`src/rtl/srt_pkg.sv`:
```
// ---------------------------------------------------------------------------
// srt_pkg: shared types and constants for the sorted record table
// Record layout, command and status codes, and the name helper functions.
// ---------------------------------------------------------------------------
package srt_pkg;

  localparam int DEPTH_DEF  = 16;
  localparam int NAME_BYTES = 19;

  localparam logic [2:0] OP_INSERT    = 3'd0;
  localparam logic [2:0] OP_LIST_FWD  = 3'd1;
  localparam logic [2:0] OP_LIST_REV  = 3'd2;
  localparam logic [2:0] OP_SORT_NAME = 3'd3;
  localparam logic [2:0] OP_SORT_ID   = 3'd4;
  localparam logic [2:0] OP_DELETE    = 3'd5;

  localparam logic [2:0] ST_OK    = 3'd0;
  localparam logic [2:0] ST_DUP   = 3'd1;
  localparam logic [2:0] ST_FULL  = 3'd2;
  localparam logic [2:0] ST_MISS  = 3'd3;
  localparam logic [2:0] ST_EMPTY = 3'd4;

  typedef struct packed {
    logic signed [31:0] id;
    logic [63:0]        name_low;
    logic [63:0]        name_mid;
    logic [23:0]        name_high;
  } rec_t;

  // zero every byte from the first zero byte on
  function automatic logic [8*NAME_BYTES-1:0] norm_name(input logic [63:0] lo,
                                                        input logic [63:0] mid,
                                                        input logic [23:0] hi);
    logic [8*NAME_BYTES-1:0] raw;
    logic [8*NAME_BYTES-1:0] res;
    logic                    ended;
    raw   = {hi, mid, lo};
    res   = '0;
    ended = 1'b0;
    for (int k = 0; k < NAME_BYTES; k++) begin
      if (raw[8*k +: 8] == 8'd0) ended = 1'b1;
      if (!ended) res[8*k +: 8] = raw[8*k +: 8];
    end
    return res;
  endfunction

  // byte 0 most significant, sign bits flipped: unsigned order = signed byte order
  function automatic logic [8*NAME_BYTES-1:0] name_key(input rec_t r);
    logic [8*NAME_BYTES-1:0] raw;
    logic [8*NAME_BYTES-1:0] key;
    raw = {r.name_high, r.name_mid, r.name_low};
    key = '0;
    for (int k = 0; k < NAME_BYTES; k++) begin
      key[8*(NAME_BYTES-1-k) +: 8] = raw[8*k +: 8] ^ 8'h80;
    end
    return key;
  endfunction

endpackage

```
`src/rtl/srt_if.sv`:
```
// ---------------------------------------------------------------------------
// srt_req_if / srt_rsp_if: command and result channels
// Valid/ready channels carrying one command word or one result word.
// ---------------------------------------------------------------------------
interface srt_req_if;
  logic               valid;
  logic               ready;
  logic [2:0]         op;
  logic signed [31:0] id;
  logic [63:0]        name_low;
  logic [63:0]        name_mid;
  logic [23:0]        name_high;

  modport source (output valid, op, id, name_low, name_mid, name_high, input ready);
  modport sink   (input valid, op, id, name_low, name_mid, name_high, output ready);
endinterface

interface srt_rsp_if;
  logic               valid;
  logic               ready;
  logic signed [31:0] rec_id;
  logic [63:0]        rec_name_low;
  logic [63:0]        rec_name_mid;
  logic [23:0]        rec_name_high;
  logic [2:0]         status;
  logic               last;

  modport source (output valid, rec_id, rec_name_low, rec_name_mid, rec_name_high,
                  status, last, input ready);
  modport sink   (input valid, rec_id, rec_name_low, rec_name_mid, rec_name_high,
                  status, last, output ready);
endinterface

```
`src/rtl/srt_ram.sv`:
```
// ---------------------------------------------------------------------------
// srt_ram: generic single-port-write, single-port-read RAM
// One write and one registered read per cycle.
// ---------------------------------------------------------------------------
module srt_ram #(
  parameter int WIDTH = 8,
  parameter int DEPTH = 16,
  parameter int AW    = (DEPTH > 1) ? $clog2(DEPTH) : 1
) (
  input  logic             clk,
  input  logic             wr_en,
  input  logic [AW-1:0]    wr_addr,
  input  logic [WIDTH-1:0] wr_data,
  input  logic [AW-1:0]    rd_addr,
  output logic [WIDTH-1:0] rd_data
);

  logic [WIDTH-1:0] mem [DEPTH];

  always_ff @(posedge clk) begin
    if (wr_en) mem[wr_addr] <= wr_data;
    rd_data <= mem[rd_addr];
  end

endmodule

```
`src/rtl/sorted_record_table.sv`:
```
// ---------------------------------------------------------------------------
// sorted_record_table: ordered table of ID/name records
// Insert, delete, list and exchange sort over a record RAM, one RAM access
// per step under a small sequencer.
// ---------------------------------------------------------------------------
//  channel | dir | word                                   | accepted when
//  req     | in  | op, id, name_low/mid/high              | valid && ready
//  rsp     | out | rec_id, rec_name_*, status, last       | valid && ready
//
//  Insert: a scan of all entries, a shift of each later entry, then a place.
//  Delete: a scan of all entries, then a shift of each later entry to close the gap.
//  List: a read and a result word per entry. Sort: exchange passes through the
//  one compare unit. Simple answers: one status word. All reads share one RAM port.
//  req.ready is high only when idle; rsp stalls hold the sequencer.
//  Reset empties the table at once; no clearing pass.
// ---------------------------------------------------------------------------
module sorted_record_table #(
  parameter int DEPTH = srt_pkg::DEPTH_DEF
) (
  input logic         clk,
  input logic         rst,
  srt_req_if.sink     req,
  srt_rsp_if.source   rsp
);

  localparam int IW = (DEPTH > 1) ? $clog2(DEPTH) : 1;
  localparam int CW = $clog2(DEPTH + 1);
  localparam logic [CW-1:0] ONE  = CW'(1);
  localparam logic [CW-1:0] FULL = CW'(DEPTH);

  typedef enum logic [13:0] {
    S_IDLE     = 14'b00000000000001,
    S_SCAN_RD  = 14'b00000000000010,
    S_SCAN_CHK = 14'b00000000000100,
    S_SHIFT_RD = 14'b00000000001000,
    S_SHIFT_WR = 14'b00000000010000,
    S_PLACE    = 14'b00000000100000,
    S_LIST_RD  = 14'b00000001000000,
    S_LIST_OUT = 14'b00000010000000,
    S_SORT_RDI = 14'b00000100000000,
    S_SORT_LDI = 14'b00001000000000,
    S_SORT_RDJ = 14'b00010000000000,
    S_SORT_CMP = 14'b00100000000000,
    S_SORT_WRI = 14'b01000000000000,
    S_DONE     = 14'b10000000000000
  } state_t;

  state_t              state;
  logic [CW-1:0]       cnt;
  logic [CW-1:0]       idx;
  logic [CW-1:0]       jdx;
  logic [CW-1:0]       pos;
  logic [CW-1:0]       k;
  logic [CW-1:0]       rd_idx;
  logic                dup;
  logic [2:0]          op_r;
  logic [2:0]          st_r;
  srt_pkg::rec_t       new_rec;
  srt_pkg::rec_t       hold;
  srt_pkg::rec_t       rd_rec;
  logic [$bits(srt_pkg::rec_t)-1:0] rd_data;

  logic                wr_en;
  logic [CW-1:0]       wr_idx;
  srt_pkg::rec_t       wr_rec;

  logic                ov;
  logic                ov_set;
  logic                out_free;
  logic                hit;
  logic                gt_new;
  logic                sort_gt;
  logic [CW-1:0]       pos_upd;
  logic [8*srt_pkg::NAME_BYTES-1:0] nm;

  srt_ram #(.WIDTH($bits(srt_pkg::rec_t)), .DEPTH(DEPTH)) u_ram (
    .clk     (clk),
    .wr_en   (wr_en),
    .wr_addr (wr_idx[IW-1:0]),
    .wr_data (wr_rec),
    .rd_addr (rd_idx[IW-1:0]),
    .rd_data (rd_data)
  );

  assign rd_rec    = srt_pkg::rec_t'(rd_data);
  assign out_free  = !ov || rsp.ready;
  assign ov_set    = out_free && (state == S_LIST_OUT || state == S_DONE);
  assign req.ready = (state == S_IDLE);
  assign rsp.valid = ov;
  assign nm        = srt_pkg::norm_name(req.name_low, req.name_mid, req.name_high);

  assign hit     = (rd_rec.id == new_rec.id);
  assign gt_new  = (rd_rec.id > new_rec.id);
  always_comb begin
    pos_upd = pos;
    if (op_r == srt_pkg::OP_INSERT) begin
      if (pos == cnt && gt_new) pos_upd = idx;
    end else begin
      if (pos == cnt && hit) pos_upd = idx;
    end
  end

  assign sort_gt = (op_r == srt_pkg::OP_SORT_NAME) ?
                   (srt_pkg::name_key(hold) > srt_pkg::name_key(rd_rec)) :
                   (hold.id > rd_rec.id);

  always_comb begin
    wr_en  = 1'b0;
    wr_idx = k;
    wr_rec = rd_rec;
    unique case (state)
      S_SHIFT_WR: begin
        wr_en = 1'b1;
      end
      S_PLACE: begin
        wr_en  = 1'b1;
        wr_idx = pos;
        wr_rec = new_rec;
      end
      S_SORT_CMP: begin
        wr_en  = sort_gt;
        wr_idx = jdx;
        wr_rec = hold;
      end
      S_SORT_WRI: begin
        wr_en  = 1'b1;
        wr_idx = idx;
        wr_rec = hold;
      end
      default: begin
      end
    endcase
  end

  always_ff @(posedge clk) begin
    if (rst) begin
      state <= S_IDLE;
      cnt   <= '0;
      ov    <= 1'b0;
    end else begin
      if (ov_set) ov <= 1'b1;
      else if (rsp.ready) ov <= 1'b0;
      unique case (state)
        S_IDLE: begin
          if (req.valid) begin
            op_r              <= req.op;
            new_rec.id        <= req.id;
            new_rec.name_low  <= nm[63:0];
            new_rec.name_mid  <= nm[127:64];
            new_rec.name_high <= nm[151:128];
            dup               <= 1'b0;
            pos               <= cnt;
            idx               <= '0;
            rd_idx            <= (req.op == srt_pkg::OP_LIST_REV) ? cnt - ONE : '0;
            priority if (req.op == srt_pkg::OP_INSERT) begin
              if (cnt == '0) begin
                state <= S_PLACE;
              end else begin
                state <= S_SCAN_RD;
              end
            end else if (req.op > srt_pkg::OP_DELETE) begin
              state <= S_IDLE;
            end else if (cnt == '0) begin
              st_r  <= srt_pkg::ST_EMPTY;
              state <= S_DONE;
            end else if (req.op == srt_pkg::OP_LIST_FWD) begin
              state <= S_LIST_RD;
            end else if (req.op == srt_pkg::OP_LIST_REV) begin
              state <= S_LIST_RD;
            end else if (req.op == srt_pkg::OP_DELETE) begin
              state <= S_SCAN_RD;
            end else begin
              if (cnt == ONE) begin
                st_r  <= srt_pkg::ST_OK;
                state <= S_DONE;
              end else begin
                state <= S_SORT_RDI;
              end
            end
          end
        end
        S_SCAN_RD: state <= S_SCAN_CHK;
        S_SCAN_CHK: begin
          pos <= pos_upd;
          if (hit) dup <= 1'b1;
          if (idx + ONE < cnt) begin
            idx    <= idx + ONE;
            rd_idx <= idx + ONE;
            state  <= S_SCAN_RD;
          end else if (op_r == srt_pkg::OP_INSERT) begin
            if (dup || hit) begin
              st_r  <= srt_pkg::ST_DUP;
              state <= S_DONE;
            end else if (cnt == FULL) begin
              st_r  <= srt_pkg::ST_FULL;
              state <= S_DONE;
            end else begin
              k <= cnt;
              if (cnt > pos_upd) begin
                rd_idx <= cnt - ONE;
                state  <= S_SHIFT_RD;
              end else begin
                state <= S_PLACE;
              end
            end
          end else begin
            if (pos_upd == cnt) begin
              st_r  <= srt_pkg::ST_MISS;
              state <= S_DONE;
            end else begin
              k <= pos_upd;
              if (pos_upd + ONE < cnt) begin
                rd_idx <= pos_upd + ONE;
                state  <= S_SHIFT_RD;
              end else begin
                cnt   <= cnt - ONE;
                st_r  <= srt_pkg::ST_OK;
                state <= S_DONE;
              end
            end
          end
        end
        S_SHIFT_RD: state <= S_SHIFT_WR;
        S_SHIFT_WR: begin
          if (op_r == srt_pkg::OP_INSERT) begin
            k <= k - ONE;
            if (k - ONE > pos) begin
              rd_idx <= k - ONE - ONE;
              state  <= S_SHIFT_RD;
            end else begin
              state <= S_PLACE;
            end
          end else begin
            k <= k + ONE;
            if (k + ONE + ONE < cnt) begin
              rd_idx <= k + ONE + ONE;
              state  <= S_SHIFT_RD;
            end else begin
              cnt   <= cnt - ONE;
              st_r  <= srt_pkg::ST_OK;
              state <= S_DONE;
            end
          end
        end
        S_PLACE: begin
          cnt   <= cnt + ONE;
          st_r  <= srt_pkg::ST_OK;
          state <= S_DONE;
        end
        S_LIST_RD: state <= S_LIST_OUT;
        S_LIST_OUT: begin
          if (out_free) begin
            rsp.rec_id        <= rd_rec.id;
            rsp.rec_name_low  <= rd_rec.name_low;
            rsp.rec_name_mid  <= rd_rec.name_mid;
            rsp.rec_name_high <= rd_rec.name_high;
            rsp.status        <= srt_pkg::ST_OK;
            rsp.last          <= (idx + ONE == cnt);
            if (idx + ONE == cnt) begin
              state <= S_IDLE;
            end else begin
              idx    <= idx + ONE;
              rd_idx <= (op_r == srt_pkg::OP_LIST_FWD) ? idx + ONE : cnt - ONE - ONE - idx;
              state  <= S_LIST_RD;
            end
          end
        end
        S_SORT_RDI: state <= S_SORT_LDI;
        S_SORT_LDI: begin
          hold   <= rd_rec;
          jdx    <= idx + ONE;
          rd_idx <= idx + ONE;
          state  <= S_SORT_RDJ;
        end
        S_SORT_RDJ: state <= S_SORT_CMP;
        S_SORT_CMP: begin
          if (sort_gt) hold <= rd_rec;
          if (jdx + ONE < cnt) begin
            jdx    <= jdx + ONE;
            rd_idx <= jdx + ONE;
            state  <= S_SORT_RDJ;
          end else begin
            state <= S_SORT_WRI;
          end
        end
        S_SORT_WRI: begin
          if (idx + ONE + ONE < cnt) begin
            idx    <= idx + ONE;
            rd_idx <= idx + ONE;
            state  <= S_SORT_RDI;
          end else begin
            st_r  <= srt_pkg::ST_OK;
            state <= S_DONE;
          end
        end
        S_DONE: begin
          if (out_free) begin
            rsp.rec_id        <= '0;
            rsp.rec_name_low  <= '0;
            rsp.rec_name_mid  <= '0;
            rsp.rec_name_high <= '0;
            rsp.status        <= st_r;
            rsp.last          <= 1'b1;
            state             <= S_IDLE;
          end
        end
        default: state <= S_IDLE;
      endcase
    end
  end

endmodule

```
`src/flat_wrapper.sv`:
```
// flat-port wrapper written by rule: the top's interface ports become plain ports
module sorted_record_table_flat 
#(
  parameter int DEPTH = srt_pkg::DEPTH_DEF
)
  (clk, rst, req_valid, req_op, req_id, req_name_low, req_name_mid, req_name_high, req_ready, rsp_valid, rsp_rec_id, rsp_rec_name_low, rsp_rec_name_mid, rsp_rec_name_high, rsp_status, rsp_last, rsp_ready);
  srt_req_if req_i ();
  srt_rsp_if rsp_i ();
  input logic clk;
  input logic rst;
  input wire logic [$bits(req_i.valid)-1:0] req_valid;
  input wire logic [$bits(req_i.op)-1:0] req_op;
  input wire logic [$bits(req_i.id)-1:0] req_id;
  input wire logic [$bits(req_i.name_low)-1:0] req_name_low;
  input wire logic [$bits(req_i.name_mid)-1:0] req_name_mid;
  input wire logic [$bits(req_i.name_high)-1:0] req_name_high;
  output wire logic [$bits(req_i.ready)-1:0] req_ready;
  output wire logic [$bits(rsp_i.valid)-1:0] rsp_valid;
  output wire logic [$bits(rsp_i.rec_id)-1:0] rsp_rec_id;
  output wire logic [$bits(rsp_i.rec_name_low)-1:0] rsp_rec_name_low;
  output wire logic [$bits(rsp_i.rec_name_mid)-1:0] rsp_rec_name_mid;
  output wire logic [$bits(rsp_i.rec_name_high)-1:0] rsp_rec_name_high;
  output wire logic [$bits(rsp_i.status)-1:0] rsp_status;
  output wire logic [$bits(rsp_i.last)-1:0] rsp_last;
  input wire logic [$bits(rsp_i.ready)-1:0] rsp_ready;
  assign req_i.valid = req_valid;
  assign req_i.op = req_op;
  assign req_i.id = req_id;
  assign req_i.name_low = req_name_low;
  assign req_i.name_mid = req_name_mid;
  assign req_i.name_high = req_name_high;
  assign req_ready = req_i.ready;
  assign rsp_valid = rsp_i.valid;
  assign rsp_rec_id = rsp_i.rec_id;
  assign rsp_rec_name_low = rsp_i.rec_name_low;
  assign rsp_rec_name_mid = rsp_i.rec_name_mid;
  assign rsp_rec_name_high = rsp_i.rec_name_high;
  assign rsp_status = rsp_i.status;
  assign rsp_last = rsp_i.last;
  assign rsp_i.ready = rsp_ready;
  sorted_record_table #(.DEPTH(DEPTH)) u_core (.clk(clk), .rst(rst), .req(req_i), .rsp(rsp_i));
endmodule
```
`config.mk`:
```
export PLATFORM = sky130hd
export DESIGN_NAME = sorted_record_table_flat
export DESIGN_NICKNAME = d
export VERILOG_FILES = /design/src/rtl/srt_pkg.sv /design/src/rtl/srt_if.sv /design/src/rtl/srt_ram.sv /design/src/rtl/sorted_record_table.sv /design/src/flat_wrapper.sv
export SDC_FILE = /design/constraint.sdc
export NUM_CORES = 2
export LEC_CHECK = 0
export BUFFER_PORTS_ARGS = -buffer_cell sky130_fd_sc_hd__buf_2
export CORE_MARGIN = 4
export CORE_UTILIZATION = 56
export CTS_CLUSTER_SIZE = 28
export DETAILED_ROUTE_END_ITERATION = 8
export GPL_TIMING_DRIVEN = 0
export PLACE_DENSITY = 0.76
export SETUP_SLACK_MARGIN = 0.05
export SYNTH_ARGS = -nofsm -noshare
export SYNTH_HDL_FRONTEND = slang
export SYNTH_SLANG_ARGS = --single-unit
export TNS_END_PERCENT = 1
```
`constraint.sdc`:
```
create_clock -name clk -period 17.9 [get_ports clk]
set_input_delay 0.895 -clock clk [delete_from_list [all_inputs] [get_ports clk]]
set_output_delay 0.895 -clock clk [all_outputs]
set_load 0.05 [all_outputs]
```
==> flow_summary.ini <==
[setup_path]
crit_arrival_ps = 9830
path_cells = inv_1 -> ha_1 -> and3_1 -> nand4_1 -> nor4b_2 -> and3_1 -> nand4_1 -> or4_1 -> a211oi_1 -> nor3_1 -> o21ai_2 -> a211oi_2 -> buf_4 -> nor3_2 -> buf_6 -> buf_6 -> buf_6 -> buf_8 -> buf_6 -> buf_6 -> buf_6
cp.buffers_inverters = 9
worstPathRequired_ps = 18480
crit_path_start_kind = flop
cp-end-kind = flop
max_stage_delay_ps = 950
worst_path_max_delay_cell = nor4b_2
ff2ff_path_depth = 21
critPathKind = reg2reg
cp.depth = 21
crit_top_cell = buf_6
critPathMaxFanout = 10
cp_top_family = simple AND/OR/NAND/NOR gates

[logic_synthesis]
synth_nets = 7741
synthCells = 7286
synth_flop_cell = edfxtp_1
synth_edf_count = 3531
synth-async-reset-ratio_pct = 0
synth-seq-cells = 3735
synth_top_area_cell = edfxtp_1
synth_area_um2 = 146000
yosysSeqAreaShare_pct = 75.4
avgSynthCellArea_um2 = 20.0
yosys.cell_types.count = 78
yosysWarnings = 0
synth_area_leaders = edfxtp_1 73%, mux4_2 14%, dfxtp_1 2.8%
synth_top_area_share_pct = 72.6

[layout]
multi_input_area_um2 = 33800
area_growth_pct = 16.5
layout_commonest_cell = edfxtp_1
final_cell_mix = 3531 x edfxtp_1, 904 x mux4_2, 459 x nand2_1
fill_cells = 16000
drive_gt1_share_pct = 27.0
regArea_um2 = 110000
final_area_um2 = 170000
nets = 8974

[cts]
cts_tree = done
cts.sinks = 3735
cts_buffers = 370
post-cts-setup-buffer-count = 0
postCtsHoldBufs = 0
clk_latency_ps = 910
htreeDepth = 5
cts-root-buf = clkbuf_16
clockBufferDepth = 4
ctsResizeCount = 0
path_clk_slew_ps = 60

[sta]
final.setup_skew_ps = 60.4
tightest_slew_ps = 1510
timing.fmax_mhz = 108
setup-violations-final = 0
relSlewSlack_pct = -0.852
setup_tns_ps = 0
hold_viol = 0
fin_crit_sh_pct = 51.7
rsz0062_at_grt = false
finalMaxSlewViolations = 22
period_needed_ps = 9250

[floorplanning]
coreArea_um2 = 259000
die_h_um = 519
fp.dieArea_um2 = 269000
pin_count = 381
die_width_um = 519
start_util_pct = 56.3
fp-row-count = 187

[outcome]
run_status = finished, violations left
violations = capacitance limit, slew limit

[place]
hpwl_mm = 277
portBuffers = 379
placed_area_um2 = 158000
gp_congestion = 0.890

[global_route]
antenna_found_initial = 32
grt.overflow.total = 0
grt_pass1_wl_mm = 590
use_met3_pct = 8.73
grt_usage_pct = 30.6
grt_util_met2_pct = 47.3
grt_max_degree = 55
use_met1_pct = 40.9
top_usage_layer = met2
first_global_vias = 81900

[detailed_routing]
drtIter0Drc = 12400
wirelength_mm = 415
vias_per_cell = 6.60
postRouteAntennaNets = 0
route.detailed.drc = 0
vias = 80900
wl_per_cell_um = 33.8
drtPass1Iterations = 8

[power]
ir_worst_vdd_v = 0.0000959
leakage_nw = 57.7
power_density_nw_per_um2 = 122

[flow_run]
cap_violations = 2

[hold_path]
min_path_cells = 1
hp-class = in2reg
## Yosys cell counts, types with 3 or more instances
| master | instances |
|---|---|
| a2111oi_0 | 6 |
| a211oi_1 | 24 |
| a21o_1 | 65 |
| a21oi_1 | 116 |
| a22oi_1 | 189 |
| a31o_2 | 4 |
| a31oi_1 | 6 |
| and2_1 | 122 |
| and3_1 | 48 |
| and4_1 | 4 |
| buf_1 | 81 |
| buf_2 | 17 |
| clkbuf_1 | 239 |
| dfxtp_1 | 204 |
| edfxtp_1 | 3531 |
| ha_1 | 263 |
| inv_1 | 252 |
| mux2i_1 | 30 |
| mux4_2 | 904 |
| nand2_1 | 460 |
| nand2b_1 | 16 |
| nand3_1 | 39 |
| nand4_1 | 45 |
| nor2_1 | 242 |
| nor2b_1 | 57 |
| nor3_1 | 41 |
| nor3b_1 | 7 |
| nor4_1 | 50 |
| nor4b_1 | 3 |
| o211ai_1 | 9 |
| o21a_1 | 14 |
| o21ai_0 | 75 |
| o221ai_1 | 3 |
| o22ai_1 | 3 |
| o31ai_1 | 4 |
| or2_2 | 4 |
| or3_1 | 10 |
| or3b_2 | 5 |
| or4_1 | 5 |
| xnor2_1 | 26 |
| xor2_1 | 17 |
## worst paths after layout
path	from	end	slack (ps)
worst min register to register	u_core.u_ram.rd_data[2]$_DFF_P_	u_core.hold[2]$_DFFE_PP_	450
worst min-delay path	req_id[0]	u_core.new_rec[152]$_DFFE_PP_	170
worst max register to register	u_core.u_ram.rd_data[121]$_DFF_P_	u_core.u_ram.mem[8][54]$_DFFE_PP_	8650
worst max-delay path	u_core.u_ram.rd_data[121]$_DFF_P_	u_core.u_ram.mem[8][54]$_DFFE_PP_	8650
## state kept, by name, summed over array words and instances (netlist names), 4 cells and up
register                  flops
u_core.hold                 184
u_core.u_ram.rd_data        184
u_core.state                 14
u_core.u_ram.mem           2944
u_core.new_rec              184
u_core.rsp.rec_name_mid      64
u_core.rsp.rec_name_low      64
u_core.rsp.rec_id            32
u_core.rsp.rec_name_high     24
u_core.rd_idx                 4
u_core.pos                    5
u_core.k                      5
u_core.jdx                    5
u_core.cnt                    5
u_core.idx                    5
## stage by stage
| stage | hold slack [ps] | setup slack, ps | utilization [%] | instances | power (mW) |
|---|---|---|---|---|---|
| 4_1_cts | 119 | 8940 | 65.5 | 12200 | 20.7 |
| 5_1_grt | 156 | 8880 | 65.5 | 12200 | 21.3 |
| 6_report | 165 | 8650 | 65.6 | 12300 | 20.7 |
| 3_3_place_gp | 440 | -18880 | 58.6 | 11100 | 12.9 |
| 3_5_place_dp | 439 | 9080 | 60.9 | 11500 | 13.0 |
| 2_1_floorplan | 430 | 975 | - | 7286 | 12.1 |
## report_power, final
part           internal (mW)  total (mW)  switching (mW)
Sequential              10.3        10.5           0.189
Clock                   4.46        7.77            3.30
Combinational          0.828        2.49            1.66
Total                   15.6        20.7            5.15
## cell families (layout without fill, tap and decap cells)
kind of cell / after synthesis / after routing / synth area share [%]
flip-flops: 3735 / 3735 / 75.4
AND/OR/NAND/NOR: 1167 / 1167 / 3.79
multiplexers: 934 / 934 / 14.2
buffers and inverters: 591 / 2126 / 1.54
AO/OA/AOI/OAI: 551 / 551 / 2.56
adder cells (fa/ha/maj): 265 / 265 / 2.27
XOR/XNOR: 43 / 43 / 0.258
other: 0 / 41 / 0
## per-layer routing
| layer | share of wire [%] | vias to the layer above |
|---|---|---|
| met1 | 34 | 41300 |
| met4 | 5.5 | 14 |
| met3 | 13 | 1021 |
| li1 | - | 32100 |
| met5 | 0.020 | - |
| met2 | 47 | 6472 |
## cell type report
cell class	instances	area share (%)
Clock buffer	483	5.89
Buffer	338	0.776
Multi-Input combinational cell	2960	19.8
Antenna cell	41	0.0603
Tap cell	3402	2.50
Timing Repair Buffer	861	4.47
Inverter	253	0.558
Clock inverter	191	1.17
Sequential cell	3735	64.7
(Power assumes the default switching activity.)
